`src/rtl/seer_pkg.sv`:
```
package seer_pkg;

    localparam logic [7:0] BYTE_ESC      = 8'h1b;
    localparam logic [7:0] BYTE_CR       = 8'h0d;
    localparam logic [7:0] BYTE_LF       = 8'h0a;
    localparam logic [7:0] BYTE_LBRACKET = 8'h5b;
    localparam logic [7:0] BYTE_SEMI     = 8'h3b;
    localparam logic [7:0] BYTE_ONE      = 8'h31;
    localparam logic [7:0] BYTE_TWO      = 8'h32;
    localparam logic [7:0] BYTE_THREE    = 8'h33;
    localparam logic [7:0] BYTE_U        = 8'h75;
    localparam logic [7:0] FINAL_LO      = 8'h40;
    localparam logic [7:0] FINAL_HI      = 8'h7e;

    localparam int unsigned SHIFT_ENTER_LEN = 7;

    // register word index of force_shift (paddr[2])
    localparam logic REG_FORCE_SHIFT = 1'b0;

    typedef enum logic [1:0] {
        ST_IDLE = 2'b01,
        ST_EMIT = 2'b10
    } t_state;

    typedef enum logic [2:0] {
        MODE_NORMAL = 3'b001,
        MODE_ESC    = 3'b010,
        MODE_CSI    = 3'b100
    } t_mode;

    // what the emit sequencer plays out for one input beat
    typedef enum logic [1:0] {
        JOB_SINGLE,   // saved byte
        JOB_PAIR,     // ESC, saved byte
        JOB_CONST,    // ESC [ 1 3 ; 2 u
        JOB_REPLAY    // ESC, buffered CSI bytes
    } t_job;

    function automatic logic is_final(input logic [7:0] b);
        return b inside {[FINAL_LO:FINAL_HI]};
    endfunction

    function automatic logic [7:0] shift_enter_byte(input logic [2:0] i);
        logic [7:0] r;
        case (i)
            3'd0:    r = BYTE_ESC;
            3'd1:    r = BYTE_LBRACKET;
            3'd2:    r = BYTE_ONE;
            3'd3:    r = BYTE_THREE;
            3'd4:    r = BYTE_SEMI;
            3'd5:    r = BYTE_TWO;
            default: r = BYTE_U;
        endcase
        return r;
    endfunction

    // byte b at position pos of the CSI buffer still fits "[13;2" or "[13;2;1"/"[13;2;2"
    function automatic logic csi_pat_ok(input logic [6:0] pos, input logic [7:0] b);
        logic r;
        case (pos)
            7'd1:    r = (b == BYTE_ONE);
            7'd2:    r = (b == BYTE_THREE);
            7'd3:    r = (b == BYTE_SEMI);
            7'd4:    r = (b == BYTE_TWO);
            7'd5:    r = (b == BYTE_SEMI);
            7'd6:    r = (b == BYTE_ONE) || (b == BYTE_TWO);
            default: r = 1'b0;
        endcase
        return r;
    endfunction

endpackage

```
`src/rtl/shift_enter_escape_rewriter_core.sv`:
```
// channel   signals                                       beat
// --------  --------------------------------------------  ------------------------------
// input     i_in_valid / o_in_ready                       i_in_byte, i_shift_held
// output    o_out_valid / i_out_ready                     o_out_byte, o_last_of_run
// config    psel penable pwrite paddr pwdata prdata pready force_shift at word 0
//
// An input beat is accepted; its result bytes (0 to SEQ_DEPTH+1) then leave one per
// cycle from the emit sequencer while the output is not stalled. CSI replay reads the
// sequence buffer through its single read port, one entry a cycle unless output stalls.
// o_in_ready is low while the sequencer runs; a stalled output only holds the sequencer.
// Reset (synchronous, i_rst_n low) returns to normal mode with an empty buffer; the
// buffer contents are not cleared since only written entries are ever replayed.
module shift_enter_escape_rewriter_core #(
    parameter int SEQ_DEPTH = 24
) (
    input  logic        i_clk,
    input  logic        i_rst_n,

    input  logic        i_in_valid,
    output logic        o_in_ready,
    input  logic [7:0]  i_in_byte,
    input  logic        i_shift_held,

    output logic        o_out_valid,
    input  logic        i_out_ready,
    output logic [7:0]  o_out_byte,
    output logic        o_last_of_run,

    input  logic        psel,
    input  logic        penable,
    input  logic        pwrite,
    input  logic [2:0]  paddr,
    input  logic [31:0] pwdata,
    output logic [31:0] prdata,
    output logic        pready
);

    localparam int AW = $clog2(SEQ_DEPTH);
    localparam int LW = $clog2(SEQ_DEPTH + 1);
    localparam int CW = $clog2(SEQ_DEPTH + 2);

    // config
    logic r_force;

    // parser
    seer_pkg::t_mode  r_mode, n_mode;
    logic [LW-1:0]    r_len, n_len;
    logic             r_ok, n_ok;

    // sequencer
    seer_pkg::t_state r_state, n_state;
    seer_pkg::t_job   r_job, n_job;
    logic [7:0]       r_b, n_b;
    logic [CW-1:0]    r_idx, n_idx;
    logic [CW-1:0]    r_cnt, n_cnt;

    // output register
    logic             r_ovalid, n_ovalid;
    logic [7:0]       r_obyte, n_obyte;
    logic             r_olast, n_olast;

    // sequence buffer
    logic [7:0]       r_mem [SEQ_DEPTH];
    logic [7:0]       r_rdata;
    logic             mem_we;
    logic [AW-1:0]    mem_waddr;
    logic [7:0]       mem_wdata;
    logic [AW-1:0]    mem_raddr;

    logic             in_acc;
    logic             shift;
    logic [LW-1:0]    len_inc;
    logic             csi_close;
    logic             csi_match;
    logic             push;
    logic             push_last;
    logic [7:0]       tx_byte;

    assign pready      = 1'b1;
    assign prdata      = (paddr[2] == seer_pkg::REG_FORCE_SHIFT) ? {31'b0, r_force} : '0;
    assign o_in_ready  = (r_state == seer_pkg::ST_IDLE);
    assign o_out_valid = r_ovalid;
    assign o_out_byte  = r_obyte;
    assign o_last_of_run = r_olast;

    assign in_acc    = i_in_valid && o_in_ready;
    assign shift     = i_shift_held || r_force;
    assign len_inc   = r_len + 1'b1;
    assign csi_close = (len_inc == LW'(SEQ_DEPTH)) || seer_pkg::is_final(i_in_byte);
    // r_ok covers entries 1..r_len-1; the closing byte must be 'u' at length 6 or 8
    assign csi_match = r_ok && (i_in_byte == seer_pkg::BYTE_U) &&
                       ((len_inc == LW'(6)) || (len_inc == LW'(8)));

    always_ff @(posedge i_clk) begin
        if (!i_rst_n) begin
            r_force <= 1'b0;
        end else if (psel && penable && pwrite && pready &&
                     paddr[2] == seer_pkg::REG_FORCE_SHIFT) begin
            r_force <= pwdata[0];
        end
    end

    // parser: decides the job for each accepted beat and fills the buffer
    always_comb begin
        n_mode    = r_mode;
        n_len     = r_len;
        n_ok      = r_ok;
        n_job     = r_job;
        n_b       = r_b;
        n_cnt     = r_cnt;
        mem_we    = 1'b0;
        mem_waddr = r_len[AW-1:0];
        mem_wdata = i_in_byte;
        if (in_acc) begin
            case (r_mode)
                seer_pkg::MODE_ESC: begin
                    if (i_in_byte == seer_pkg::BYTE_LBRACKET) begin
                        n_mode    = seer_pkg::MODE_CSI;
                        n_len     = LW'(1);
                        n_ok      = 1'b1;
                        mem_we    = 1'b1;
                        mem_waddr = '0;
                        mem_wdata = seer_pkg::BYTE_LBRACKET;
                        n_cnt     = '0;
                    end else if (i_in_byte == seer_pkg::BYTE_ESC) begin
                        n_job = seer_pkg::JOB_SINGLE;
                        n_b   = seer_pkg::BYTE_ESC;
                        n_cnt = CW'(1);
                    end else begin
                        n_mode = seer_pkg::MODE_NORMAL;
                        n_job  = seer_pkg::JOB_PAIR;
                        n_b    = i_in_byte;
                        n_cnt  = CW'(2);
                    end
                end
                seer_pkg::MODE_CSI: begin
                    mem_we = 1'b1;
                    n_len  = len_inc;
                    n_ok   = r_ok && seer_pkg::csi_pat_ok(7'(r_len), i_in_byte);
                    n_cnt  = '0;
                    if (csi_close) begin
                        n_mode = seer_pkg::MODE_NORMAL;
                        n_len  = '0;
                        if (csi_match) begin
                            n_job = seer_pkg::JOB_PAIR;
                            n_b   = seer_pkg::BYTE_CR;
                            n_cnt = CW'(2);
                        end else begin
                            n_job = seer_pkg::JOB_REPLAY;
                            n_cnt = CW'(len_inc) + CW'(1);
                        end
                    end
                end
                default: begin
                    n_mode = seer_pkg::MODE_NORMAL;
                    n_cnt  = '0;
                    if (i_in_byte == seer_pkg::BYTE_ESC) begin
                        n_mode = seer_pkg::MODE_ESC;
                    end else if ((i_in_byte == seer_pkg::BYTE_CR ||
                                  i_in_byte == seer_pkg::BYTE_LF) && shift) begin
                        n_job = seer_pkg::JOB_CONST;
                        n_cnt = CW'(seer_pkg::SHIFT_ENTER_LEN);
                    end else begin
                        n_job = seer_pkg::JOB_SINGLE;
                        n_b   = i_in_byte;
                        n_cnt = CW'(1);
                    end
                end
            endcase
        end
    end

    always_comb begin
        case (r_job)
            seer_pkg::JOB_SINGLE: tx_byte = r_b;
            seer_pkg::JOB_PAIR:   tx_byte = (r_idx == '0) ? seer_pkg::BYTE_ESC : r_b;
            seer_pkg::JOB_CONST:  tx_byte = seer_pkg::shift_enter_byte(r_idx[2:0]);
            default:              tx_byte = (r_idx == '0) ? seer_pkg::BYTE_ESC : r_rdata;
        endcase
    end

    assign push      = (r_state == seer_pkg::ST_EMIT) && (!r_ovalid || i_out_ready);
    assign push_last = push && (r_idx == r_cnt - 1'b1);

    // sequencer and output register
    always_comb begin
        n_state  = r_state;
        n_idx    = r_idx;
        n_ovalid = r_ovalid;
        n_obyte  = r_obyte;
        n_olast  = r_olast;
        if (r_ovalid && i_out_ready) begin
            n_ovalid = 1'b0;
        end
        case (r_state)
            seer_pkg::ST_IDLE: begin
                n_idx = '0;
                if (in_acc && n_cnt != '0) begin
                    n_state = seer_pkg::ST_EMIT;
                end
            end
            seer_pkg::ST_EMIT: begin
                if (push) begin
                    n_ovalid = 1'b1;
                    n_obyte  = tx_byte;
                    n_olast  = push_last;
                    n_idx    = r_idx + 1'b1;
                    if (push_last) begin
                        n_state = seer_pkg::ST_IDLE;
                        n_idx   = '0;
                    end
                end
            end
            default: begin
                n_state = seer_pkg::ST_IDLE;
                n_idx   = '0;
            end
        endcase
    end

    // prefetch: r_rdata always holds entry r_idx-1 for the replay position r_idx
    assign mem_raddr = (n_idx == '0) ? '0 : AW'(n_idx - 1'b1);

    // writes happen only on input beats (idle), reads only matter while emitting
    always_ff @(posedge i_clk) begin
        if (mem_we) begin
            r_mem[mem_waddr] <= mem_wdata;
        end
        r_rdata <= r_mem[mem_raddr];
    end

    always_ff @(posedge i_clk) begin
        if (!i_rst_n) begin
            r_mode   <= seer_pkg::MODE_NORMAL;
            r_len    <= '0;
            r_state  <= seer_pkg::ST_IDLE;
            r_job    <= seer_pkg::JOB_SINGLE;
            r_idx    <= '0;
            r_cnt    <= '0;
            r_ovalid <= 1'b0;
        end else begin
            r_mode   <= n_mode;
            r_len    <= n_len;
            r_state  <= n_state;
            r_job    <= n_job;
            r_idx    <= n_idx;
            r_cnt    <= n_cnt;
            r_ovalid <= n_ovalid;
        end
    end

    always_ff @(posedge i_clk) begin
        r_ok    <= n_ok;
        r_b     <= n_b;
        r_obyte <= n_obyte;
        r_olast <= n_olast;
    end

    a_idx_in_range: assert property (@(posedge i_clk) disable iff (!i_rst_n)
        (r_state == seer_pkg::ST_EMIT) |-> (r_idx < r_cnt))
        else $error("emit index past byte count");

    a_csi_len: assert property (@(posedge i_clk) disable iff (!i_rst_n)
        (r_mode == seer_pkg::MODE_CSI) |-> (r_len != '0 && r_len < LW'(SEQ_DEPTH)))
        else $error("CSI length out of range");

    a_esc_len: assert property (@(posedge i_clk) disable iff (!i_rst_n)
        (r_mode != seer_pkg::MODE_CSI) |-> (r_len == '0))
        else $error("buffer length nonzero outside CSI");

    a_last_ends: assert property (@(posedge i_clk) disable iff (!i_rst_n)
        push_last |=> (o_out_valid && o_last_of_run && r_state == seer_pkg::ST_IDLE))
        else $error("last byte did not close the run");

    a_no_accept_busy: assert property (@(posedge i_clk) disable iff (!i_rst_n)
        (r_state == seer_pkg::ST_EMIT) |-> !mem_we)
        else $error("buffer written while replaying");

endmodule
```
`config.mk`:
```
export PLATFORM = sky130hd
export DESIGN_NAME = shift_enter_escape_rewriter_core
export DESIGN_NICKNAME = d
export VERILOG_FILES = /design/src/rtl/seer_pkg.sv /design/src/rtl/shift_enter_escape_rewriter_core.sv
export SDC_FILE = /design/constraint.sdc
export NUM_CORES = 1
export LEC_CHECK = 0
export BUFFER_PORTS_ARGS = -buffer_cell sky130_fd_sc_hd__buf_4
export CELL_PAD_IN_SITES_DETAIL_PLACEMENT = 1
export CELL_PAD_IN_SITES_GLOBAL_PLACEMENT = 2
export CORE_ASPECT_RATIO = 1.1
export CORE_UTILIZATION = 43
export CTS_CLUSTER_SIZE = 20
export DETAILED_ROUTE_END_ITERATION = 6
export MAX_ROUTING_LAYER = met4
export PLACE_DENSITY = 0.91
export SKIP_LAST_GASP = 1
export SLEW_MARGIN = 20
export SYNTH_ARGS = -nofsm -noshare
export SYNTH_HDL_FRONTEND = slang
export SYNTH_SLANG_ARGS = --single-unit
```
`constraint.sdc`:
```
create_clock -name i_clk -period 7.5 [get_ports i_clk]
set_input_delay 1.5 -clock i_clk [delete_from_list [all_inputs] [get_ports i_clk]]
set_output_delay 1.5 -clock i_clk [all_outputs]
set_load 0.01 [all_outputs]
```
* After elaboration in Yosys (flattened, before gate mapping)
Memories as Yosys holds them, arrays and structs flattened. A register that Yosys moved wholly into a read port is not among the register bits.
Cells that the tools add are included.
** Storage, ports and cells
- RAM bits :: 192
- Word-level logic and storage cells :: 156
- Input port bits :: 51
- Output and inout port bits :: 44
- Memories :: 1
- Register bits after elaboration :: 42
** Operators by class
- Bitwise gates (word level) :: 1
- Reductions and logical operators :: 33
- Equal/unequal tests :: 40
- Order comparisons :: 2
- Add/subtract/negate cells :: 5
- Multiplexer cells :: 62
** Memory list
- r_mem :: words 24, bits a word 8, rd ports 1, clocked after Yosys merged registers in 1, write ports 1, RTL line shift_enter_escape_rewriter_core.sv:63 : logic [7:0] r_mem [SEQ_DEPTH];
** Operators by type and width (number)
- two-way mux 8 bit :: 11
- two-way mux 5 bit :: 12
- one-hot mux 7 bit (6 select lines) :: 1
- equality test 8 x 6 -> 1 bit, second input constant :: 4
- one-hot mux 8 bit (3 select lines) :: 1
- two-way mux 2 bit :: 11
- equality test 5 x 3 -> 1 bit, second input constant :: 4
- one-hot mux 5 bit (2 select lines) :: 2
- equality test 8 x 4 -> 1 bit, second input constant :: 2
- equality test 8 x 7 -> 1 bit, second input constant :: 2
- one-hot mux 8 bit (2 select lines) :: 1
- adder 5 x 1 -> 5 bit, second input constant :: 3
- two-way mux 3 bit :: 5
- logical AND 1 bit :: 13
- two-way mux 1 bit :: 12
- inequality test 2 bit, second input constant :: 6
- equality test 5 x 2 -> 1 bit, second input constant :: 2
- logical NOT 5 bit :: 2
- subtractor 5 x 1 -> 5 bit, second input constant :: 2
- equality test 3 x 2 -> 1 bit, second input constant :: 3
- equality test 3 bit, second input constant :: 3
- AND reduction 3 bit :: 3
- equality test 8 x 5 -> 1 bit, second input constant :: 1
- >= comparator 8 x 7 -> 1 bit, second input constant :: 1
- 26 further kinds :: 36

* Logic depth before layout (Yosys ltp)
Gate-level depths: netlist (run 1).
- Depth after elaboration :: 12
- Mapped depth :: 19
- Depth with buffers taken out :: 14

* Worst setup path after synthesis (run 1)
Ideal clock, no wire load.
- Path type :: input to register
- Start :: input port i_out_ready
- End :: register r_rdata[5], read port of r_mem
- Data arrival time :: 4734 ps
- Path buffers :: 6
- Stages :: 16
- Setup time :: 119 ps
- Setup slack :: 2647 ps
- Required time :: 7381 ps
- Path through :: nand2b_1 > clkbuf_1 > nand2_1 > o31ai_2 > inv_2 > buf_2 > buf_1 > ha_1 > and3_1 > o32ai_2 > buf_2 > buf_2 > buf_4 > mux2i_1 > o21ai_0 > o221a_2
** On the way
- Longest elaborated chain between the ends :: 8
- Elaborated cells between the ends (all ways) :: 9
- Those cells by class :: add/sub (1); mux (4); reduce/logical (4)
** Ends and longest elaborated chain
- start: declaration :: RTL line shift_enter_escape_rewriter_core.sv:25 : input logic i_out_ready,
- logical OR 1 bit * :: RTL line shift_enter_escape_rewriter_core.sv:182 : assign push = (r_state == seer_pkg::ST_EMIT) && (!r_ovalid || i_out_ready);
- logical AND 1 bit * :: RTL line shift_enter_escape_rewriter_core.sv:182
- logical AND 1 bit :: RTL line shift_enter_escape_rewriter_core.sv:183 : assign push_last = push && (r_idx == r_cnt - 1'b1);
- two-way mux 5 bit :: RTL line shift_enter_escape_rewriter_core.sv:208 : if (push_last) begin
- two-way mux 5 bit * :: RTL line shift_enter_escape_rewriter_core.sv:203 : if (push) begin
- two-way mux 5 bit * :: RTL line shift_enter_escape_rewriter_core.sv:195 : case (r_state)
- subtractor 5 x 1 -> 5 bit / logical NOT 5 bit (equally long branches) :: RTL line shift_enter_escape_rewriter_core.sv:222 : assign mem_raddr = (n_idx == '0) ? '0 : AW'(n_idx - 1'b1);
- two-way mux 5 bit * :: RTL line shift_enter_escape_rewriter_core.sv:222
- end: declaration :: RTL line shift_enter_escape_rewriter_core.sv:64 : logic [7:0] r_rdata;
Mark *: on every way between the ends. The rest lies on a longest branch, timed or not.
A chain may end at the register's enable or synchronous reset.

* Worst setup path after layout (run 1)
- Start :: register r_idx[2]
- End :: register r_rdata[2], read port of r_mem
** On the way
- Longest elaborated chain between the ends :: 7
- Elaborated cells between the ends (all ways) :: 9
- Those cells by class :: add/sub (2); eq/ne (1); mux (4); reduce/logical (2)
** Ends and longest elaborated chain
- start: declaration :: RTL line shift_enter_escape_rewriter_core.sv:54 : logic [CW-1:0] r_idx, n_idx;
- start signal: assignment :: RTL line shift_enter_escape_rewriter_core.sv:246 : r_idx <= n_idx;
- parallel branches: the longest is 3 deep, another holds adder 5 x 1 -> 5 bit
- two-way mux 5 bit * :: RTL line shift_enter_escape_rewriter_core.sv:203
- two-way mux 5 bit * :: RTL line shift_enter_escape_rewriter_core.sv:195
- subtractor 5 x 1 -> 5 bit / logical NOT 5 bit (equally long branches) :: RTL line shift_enter_escape_rewriter_core.sv:222
- two-way mux 5 bit * :: RTL line shift_enter_escape_rewriter_core.sv:222
Mark *: on every way between the ends.

==> flow_summary.json, run 1 <==
{
  "outcome": "completed",
  "cts_root_buffer": "clkbuf_16",
  "reg2reg_from": "r_idx[2]$_SDFF_PN0_",
  "crit_fanout": 24,
  "period_share_pct": 67.79,
  "clk_latency_ns": 0.52,
  "irDropWorstVdd_v": 0.0001311,
  "setup_tns_ns": 0,
  "drt_iter0_markers": 607,
  "cts_tree": "built",
  "yosys_warnings": 0,
  "required_ns": 7.90,
  "power_density_nw_per_um2": 219.0,
  "netlist_area_sq_um": 11450,
  "syn2layout_area_growth_pct": 9.500,
  "place_area_sq_um": 11820,
  "grt_antenna_before_repair": 0,
  "syn_area_per_cell_sq_um": 11.28,
  "finalMaxSlewViolations": 0,
  "hold_buffers": 0,
  "grt_pass1_wl_mm": 47.10,
  "synthCells": 1015,
  "fmax_mhz": 196.7,
  "hold_violations": 0,
  "ys_ff_latch": 242,
  "cts.clk_slew.worst_paths_ns": 0.06,
  "die_width_microns": 157.6,
  "synth_cell_types": 64,
  "synth-edff-count": 210,
  "wl_per_cell_microns": 22.33,
  "max-slew-margin-rel_pct": 31.19,
  "grt_pass1_vias": 8193,
  "ant_nets": 0,
  "maxCapViolCount": 0,
  "skew_ns": 0.01629,
  "hold_class": "flip-flop to flip-flop",
  "rsz0062_at_grt": "no",
  "fp.coreArea_sq_um": 26140,
  "h-tree-depth": 1,
  "layout_min_cycle_time_ns": 5.084,
  "initial_core_util_pct": 43.78,
  "rows": 62,
  "reg2reg_depth": 13,
  "yosysSeqAreaShare_pct": 60.69,
  "reg2reg_to": "r_rdata[2]$_DFF_P_",
  "critPathCaptureType": "flip-flop",
  "layout-drive-gt1-share_pct": 10.27,
  "p_leak_nw": 4.291,
  "via_count": 7961,
  "cts_setup_buffers": 0,
  "cts_made_buffers": 25,
  "port_buffers": 29,
  "worst_slew_pin_slew_ns": 1.023,
  "ctsResizeCount": 0,
  "die_y_microns": 173.1,
  "ys.flop_type": "edfxtp_1",
  "cp-start-kind": "flip-flop",
  "cts.sinks": 242,
  "ff2ff_setup_slack_ns": 2.42,
  "boundaryPins": 95,
  "cts_buffer_depth": 3,
  "endpoint": "r_rdata[2]$_DFF_P_",
  "gp_congestion": 0.8483,
  "drt_wl_total_mm": 30.90,
  "setup_violations": 0,
  "grt_max_degree": 52,
  "via_per_inst": 5.752,
  "critical_path_class": "flip-flop to flip-flop",
  "dr.pass1.iters": 4,
  "crit_arrival_ns": 5.48,
  "dieArea_sq_um": 27280,
  "fin_nets": 1080,
  "final_area_sq_um": 12530,
  "drc_errors": 0,
  "track_usage_pct": 23.70,
  "grt_overflow": 0,
  "hpwl_mm": 19.78,
  "async_flop_share_pct": 0,
  "antennaDiodeCount": 0,
  "worstSetupStartpoint": "r_idx[2]$_SDFF_PN0_"
}
## layout by cell type (no fill, tap or decap), types with 16 or more instances in the layout
cell and n:
edfxtp_1 210, nor2_1 122, nand2_1 101, a21oi_1 69, o21ai_0 48, buf_4 41
a211oi_1 38, conb_1 32, dfxtp_1 32, mux2i_1 27, clkbuf_16 25, and3_1 22
nor3_1 19, nand2b_1 17, inv_1 16
## area by class of cell
class / instances / area (sq um)
timing repair buffer: 41 / 307.8
multi-input combinational: 687 / 4060
tap: 352 / 440.4
clock inverter: 14 / 66.31
clock buffer: 30 / 644.4
fill: 2797 / 13610
sequential: 242 / 6947
inverter: 18 / 67.56
## synth_stat cells (5+ instances only)
master / n / area [sq um]
a211oi_1: 38 / 285.3
ha_1: 14 / 175.2
o221ai_1: 9 / 78.83
or2_2: 5 / 31.28
nor2b_1: 17 / 106.4
edfxtp_1: 210 / 6306
a21oi_1: 69 / 345.3
and3_1: 22 / 137.6
o221a_2: 8 / 90.09
o21ai_0: 48 / 240.2
nand2_1: 101 / 379.1
nand2b_1: 17 / 106.4
a32oi_1: 8 / 70.07
o22ai_1: 9 / 56.30
buf_4: 34 / 255.2
or4_1: 9 / 67.56
nor3_1: 19 / 95.09
dfxtp_1: 32 / 640.6
mux2_2: 8 / 90.09
inv_1: 16 / 60.06
nand3_1: 14 / 70.07
xor2_1: 10 / 87.58
mux2i_1: 27 / 270.3
clkbuf_1: 46 / 172.7
nor4_1: 12 / 75.07
xnor2_1: 6 / 52.55
o31ai_1: 10 / 75.07
nor2_1: 123 / 461.7
buf_2: 14 / 70.07
## sequential cells by signal (all words and copies together), names as in the netlist, 2 cells and up
| name | flops |
|---|---|
| r_mem | 192 |
| r_b | 8 |
| r_idx | 5 |
| r_rdata | 8 |
| o_out_byte | 8 |
| r_len | 5 |
| r_cnt | 5 |
| r_state | 2 |
| r_job | 2 |
| r_mode | 3 |
## power breakdown
part | internal, W | total, W | leakage [nW] | switching [W]
Sequential | 0.00148 | 0.00149 | 2.16 | 0.00000980
Combinational | 0.0000478 | 0.000159 | 1.80 | 0.000111
Clock | 0.000607 | 0.00110 | 0.336 | 0.000492
Total | 0.00213 | 0.00274 | 4.29 | 0.000613
## per-layer routing
metal	vias up	share of wire (%)	track usage [%]	routed length (microns)
li1	3686	-	-	-
met1	4014	41	29.03	12760
met2	215	51	40.14	15710
met3	46	4.9	3.308	1507
met4	0	3.0	7.565	924
met5	-	0	-	0
## how the worst min path moves through the flow
stage	startpoint	endpoint	slack (ns)	depth (start not counted)
3_3_place_gp	r_mode[2]$_SDFFE_PN0P_	r_mode[2]$_SDFFE_PN0P_	0.50	2
6_report	r_mode[2]$_SDFFE_PN0P_	r_mode[2]$_SDFFE_PN0P_	0.51	2
3_5_place_dp	r_mode[2]$_SDFFE_PN0P_	r_mode[2]$_SDFFE_PN0P_	0.51	2
5_1_grt	r_mode[2]$_SDFFE_PN0P_	r_mode[2]$_SDFFE_PN0P_	0.55	2
2_1_floorplan	r_force$_SDFFE_PN0P_	r_force$_SDFFE_PN0P_	0.47	2
4_1_cts	r_mode[2]$_SDFFE_PN0P_	r_mode[2]$_SDFFE_PN0P_	0.52	2
## logic make-up after synthesis
logic type | Yosys count | synth area share [%]
simple gates | 359 | 14.76
flops | 242 | 60.69
compound gates | 231 | 13.51
buf+inv | 116 | 5.072
mux | 35 | 3.148
xor+xnor | 16 | 1.224
fa+ha+maj | 14 | 1.530
other cells | 2 | 0.06561
## stage by stage
stage          worst slack [ns]  std cells  total power (W)  hold WS (ns)  util (%)
2_1_floorplan             2.647       1045         0.001622        0.4727         -
3_3_place_gp              2.254       1340         0.001666        0.4977     45.22
3_5_place_dp              2.240       1340         0.001673        0.5054     45.22
4_1_cts                   2.490       1384         0.002762        0.5161     47.94
5_1_grt                   2.216       1384         0.002832        0.5524     47.94
6_report                  2.416       1384         0.002744        0.5144     47.94
## critical path, cell delays in order, from the launching register on
cell and delay, ns:
dfxtp_1 0.60, nor2b_1 0.12, or3_1 0.41, a311oi_4 0.30, buf_4 0.31, a2bb2oi_1 0.35, nand2b_1 0.22, ha_1 0.25
inv_1 0.11, or3_1 0.74, nand2b_2 0.57, a211oi_1 0.17, or4_1 0.63, o221a_2 0.17
Power figures use the tool's default switching activity.
==> run 2, diff against run 1 <==
--- a/config.mk
+++ b/config.mk
@@ -9,11 +9,11 @@
 export CELL_PAD_IN_SITES_DETAIL_PLACEMENT = 1
 export CELL_PAD_IN_SITES_GLOBAL_PLACEMENT = 2
 export CORE_ASPECT_RATIO = 1.1
-export CORE_UTILIZATION = 43
+export CORE_UTILIZATION = 36
 export CTS_CLUSTER_SIZE = 20
 export DETAILED_ROUTE_END_ITERATION = 6
 export MAX_ROUTING_LAYER = met4
-export PLACE_DENSITY = 0.91
+export PLACE_DENSITY = 0.82
 export SKIP_LAST_GASP = 1
 export SLEW_MARGIN = 20
 export SYNTH_ARGS = -nofsm -noshare
==> constraint.sdc (replaced) <==
create_clock -name i_clk -period 4.4 [get_ports i_clk]
set_input_delay 0.88 -clock i_clk [delete_from_list [all_inputs] [get_ports i_clk]]
set_output_delay 0.88 -clock i_clk [all_outputs]
set_load 0.01 [all_outputs]
==> flow_summary.json, run 2 (same netlist as run 1, synthesis figures left out) <==
{
  "cp-start-kind": "flip-flop",
  "irDropWorstVdd_v": 0.0002917,
  "fmax_mhz": 241.0,
  "rows": 68,
  "crit_arrival_ns": 4.57,
  "grt_antenna_before_repair": 1,
  "crit_fanout": 57,
  "rsz0062_at_grt": "no",
  "wl_per_cell_microns": 22.21,
  "cts_buffer_depth": 3,
  "required_ns": 4.82,
  "via_per_inst": 5.451,
  "p_leak_nw": 4.517,
  "min_delay_path_depth": 2,
  "cts_made_buffers": 26,
  "hpwl_mm": 20.92,
  "final_common_cell": "edfxtp_1",
  "max-slew-margin-rel_pct": 31.24,
  "drc_errors": 0,
  "grt_overflow": 0,
  "ff2ff_setup_slack_ns": 0.25,
  "worst_slew_pin_slew_ns": 1.030,
  "cts.clk_slew.worst_paths_ns": 0.06,
  "reg2reg_from": "r_cnt[0]$_SDFF_PN0_",
  "final_cell_mix": "edfxtp_1 (210), nor2_1 (122), nand2_1 (101), a21oi_1 (69), buf_4 (57)",
  "fp.coreArea_sq_um": 31310,
  "critPathCaptureType": "flip-flop",
  "h-tree-depth": 1,
  "largest_register": "r_mem",
  "grt_pass1_wl_mm": 49.02,
  "die_y_microns": 189.0,
  "setup_violations": 0,
  "track_usage_pct": 20.87,
  "boundaryPins": 95,
  "reg2reg_depth": 15,
  "die_width_microns": 172.0,
  "outcome": "completed",
  "power_density_nw_per_um2": 402.9,
  "initial_core_util_pct": 36.56,
  "cts_tree": "built",
  "ant_nets": 0,
  "final_area_sq_um": 13040,
  "cts.sinks": 242,
  "critical_path_class": "flip-flop to flip-flop",
  "place_area_sq_um": 12060,
  "gp_congestion": 0.8402,
  "layout-drive-gt1-share_pct": 12.70,
  "skew_ns": 0.01424,
  "via_count": 8040,
  "reg2reg_to": "r_rdata[2]$_DFF_P_",
  "hold_end": "r_mode[2]$_SDFFE_PN0P_",
  "largest_register_ffs": 192,
  "hold_violations": 0,
  "setup_tns_ns": 0,
  "dr.pass1.iters": 5,
  "grt_pass1_vias": 8218,
  "antennaDiodeCount": 0,
  "maxCapViolCount": 0,
  "drt_wl_total_mm": 32.76,
  "drt_iter0_markers": 630,
  "cts_root_buffer": "clkbuf_16",
  "totalPowerFinal_w": 0.005252,
  "finalMaxSlewViolations": 0,
  "hold_class": "flip-flop to flip-flop",
  "period_share_pct": 94.30,
  "clk_latency_ns": 0.54,
  "grt_max_degree": 58,
  "layout_min_cycle_time_ns": 4.149,
  "fin_nets": 1100,
  "hold_start": "r_mode[2]$_SDFFE_PN0P_",
  "syn2layout_area_growth_pct": 13.89,
  "dieArea_sq_um": 32510,
  "port_buffers": 29
}
==> run 2: changes by cell type in the layout (fill, tap and decap cells not counted), moves of 2 or more <==
cell / before / now
bufinv_16: 0 / 7
clkinvlp_4: 3 / 0
clkinv_1: 10 / 8
buf_12: 0 / 2
clkbuf_16: 25 / 27
buf_4: 41 / 57
==> run 2: worst max-delay path by stage <==
| stage | endpoint | slack, ns | cells after the start | from |
|---|---|---|---|---|
| after floorplan | r_rdata[5]$_DFF_P_ | 0.17 | 16 | i_out_ready |
| after global placement | r_rdata[4]$_DFF_P_ | 0.17 | 13 | r_cnt[0]$_SDFF_PN0_ |
| after detailed placement | r_rdata[4]$_DFF_P_ | 0.12 | 13 | r_cnt[0]$_SDFF_PN0_ |
| after CTS | r_rdata[0]$_DFF_P_ | 0.07 | 14 | r_cnt[0]$_SDFF_PN0_ |
| after global routing | r_rdata[6]$_DFF_P_ | 0.02 | 15 | r_cnt[0]$_SDFF_PN0_ |
| final | r_rdata[2]$_DFF_P_ | 0.25 | 15 | r_cnt[0]$_SDFF_PN0_ |
==> run 2: per-stage QoR <==
stage	util, %	setup slack, ns	std cells	hold WS, ns
floorplan	-	0.1674	1045	0.4727
global placement	38.50	0.1716	1426	0.4985
detailed placement	38.50	0.1227	1426	0.5036
CTS	41.52	0.06699	1474	0.5131
global route	41.64	0.01949	1475	0.5476
finish	41.64	0.2506	1475	0.5087
==> run 2: cell type report <==
cell class / instances / area [sq um]
timing repair buffer: 60 / 479.2
clock inverter: 17 / 255.2
fill: 3373 / 18270
clock buffer: 31 / 690.7
multi-input combinational: 687 / 4071
sequential: 242 / 6947
tap: 420 / 525.5
inverter: 18 / 67.56
==> run 2: per-layer routing <==
metal	vias to the layer above	routed length [microns]	GRT usage (%)
met5	-	0	-
met4	0	1129	7.488
met3	56	1301	2.048
met2	232	17070	36.69
met1	4014	13260	24.59
li1	3738	-	-
==> run 2: what timing repair did <==
item	CTS	global route
endpoints found under the setup margin	0	8
hold buffers	0	0
gates resized for setup	0	3
buffers inserted	0	1
==> run 2: report_power, final <==
part	leakage (nW)	internal [W]	switching (W)	total (W)
clock network	0.459	0.00152	0.000911	0.00244
logic	1.90	0.0000894	0.000194	0.000284
registers	2.16	0.00252	0.0000164	0.00253
==> run 2: critical path, stage by stage, from the launching register on <==
cell,delay [ns]
dfxtp_1,0.39
inv_1,0.06
ha_1,0.22
or3_1,0.42
a311oi_4,0.38
buf_6,0.27
o31ai_4,0.10
inv_2,0.11
ha_1,0.25
o311ai_1,0.27
o32a_2,0.43
buf_12,0.21
and2_1,0.27
o21ai_0,0.10
o21ai_0,0.20
o221a_2,0.34
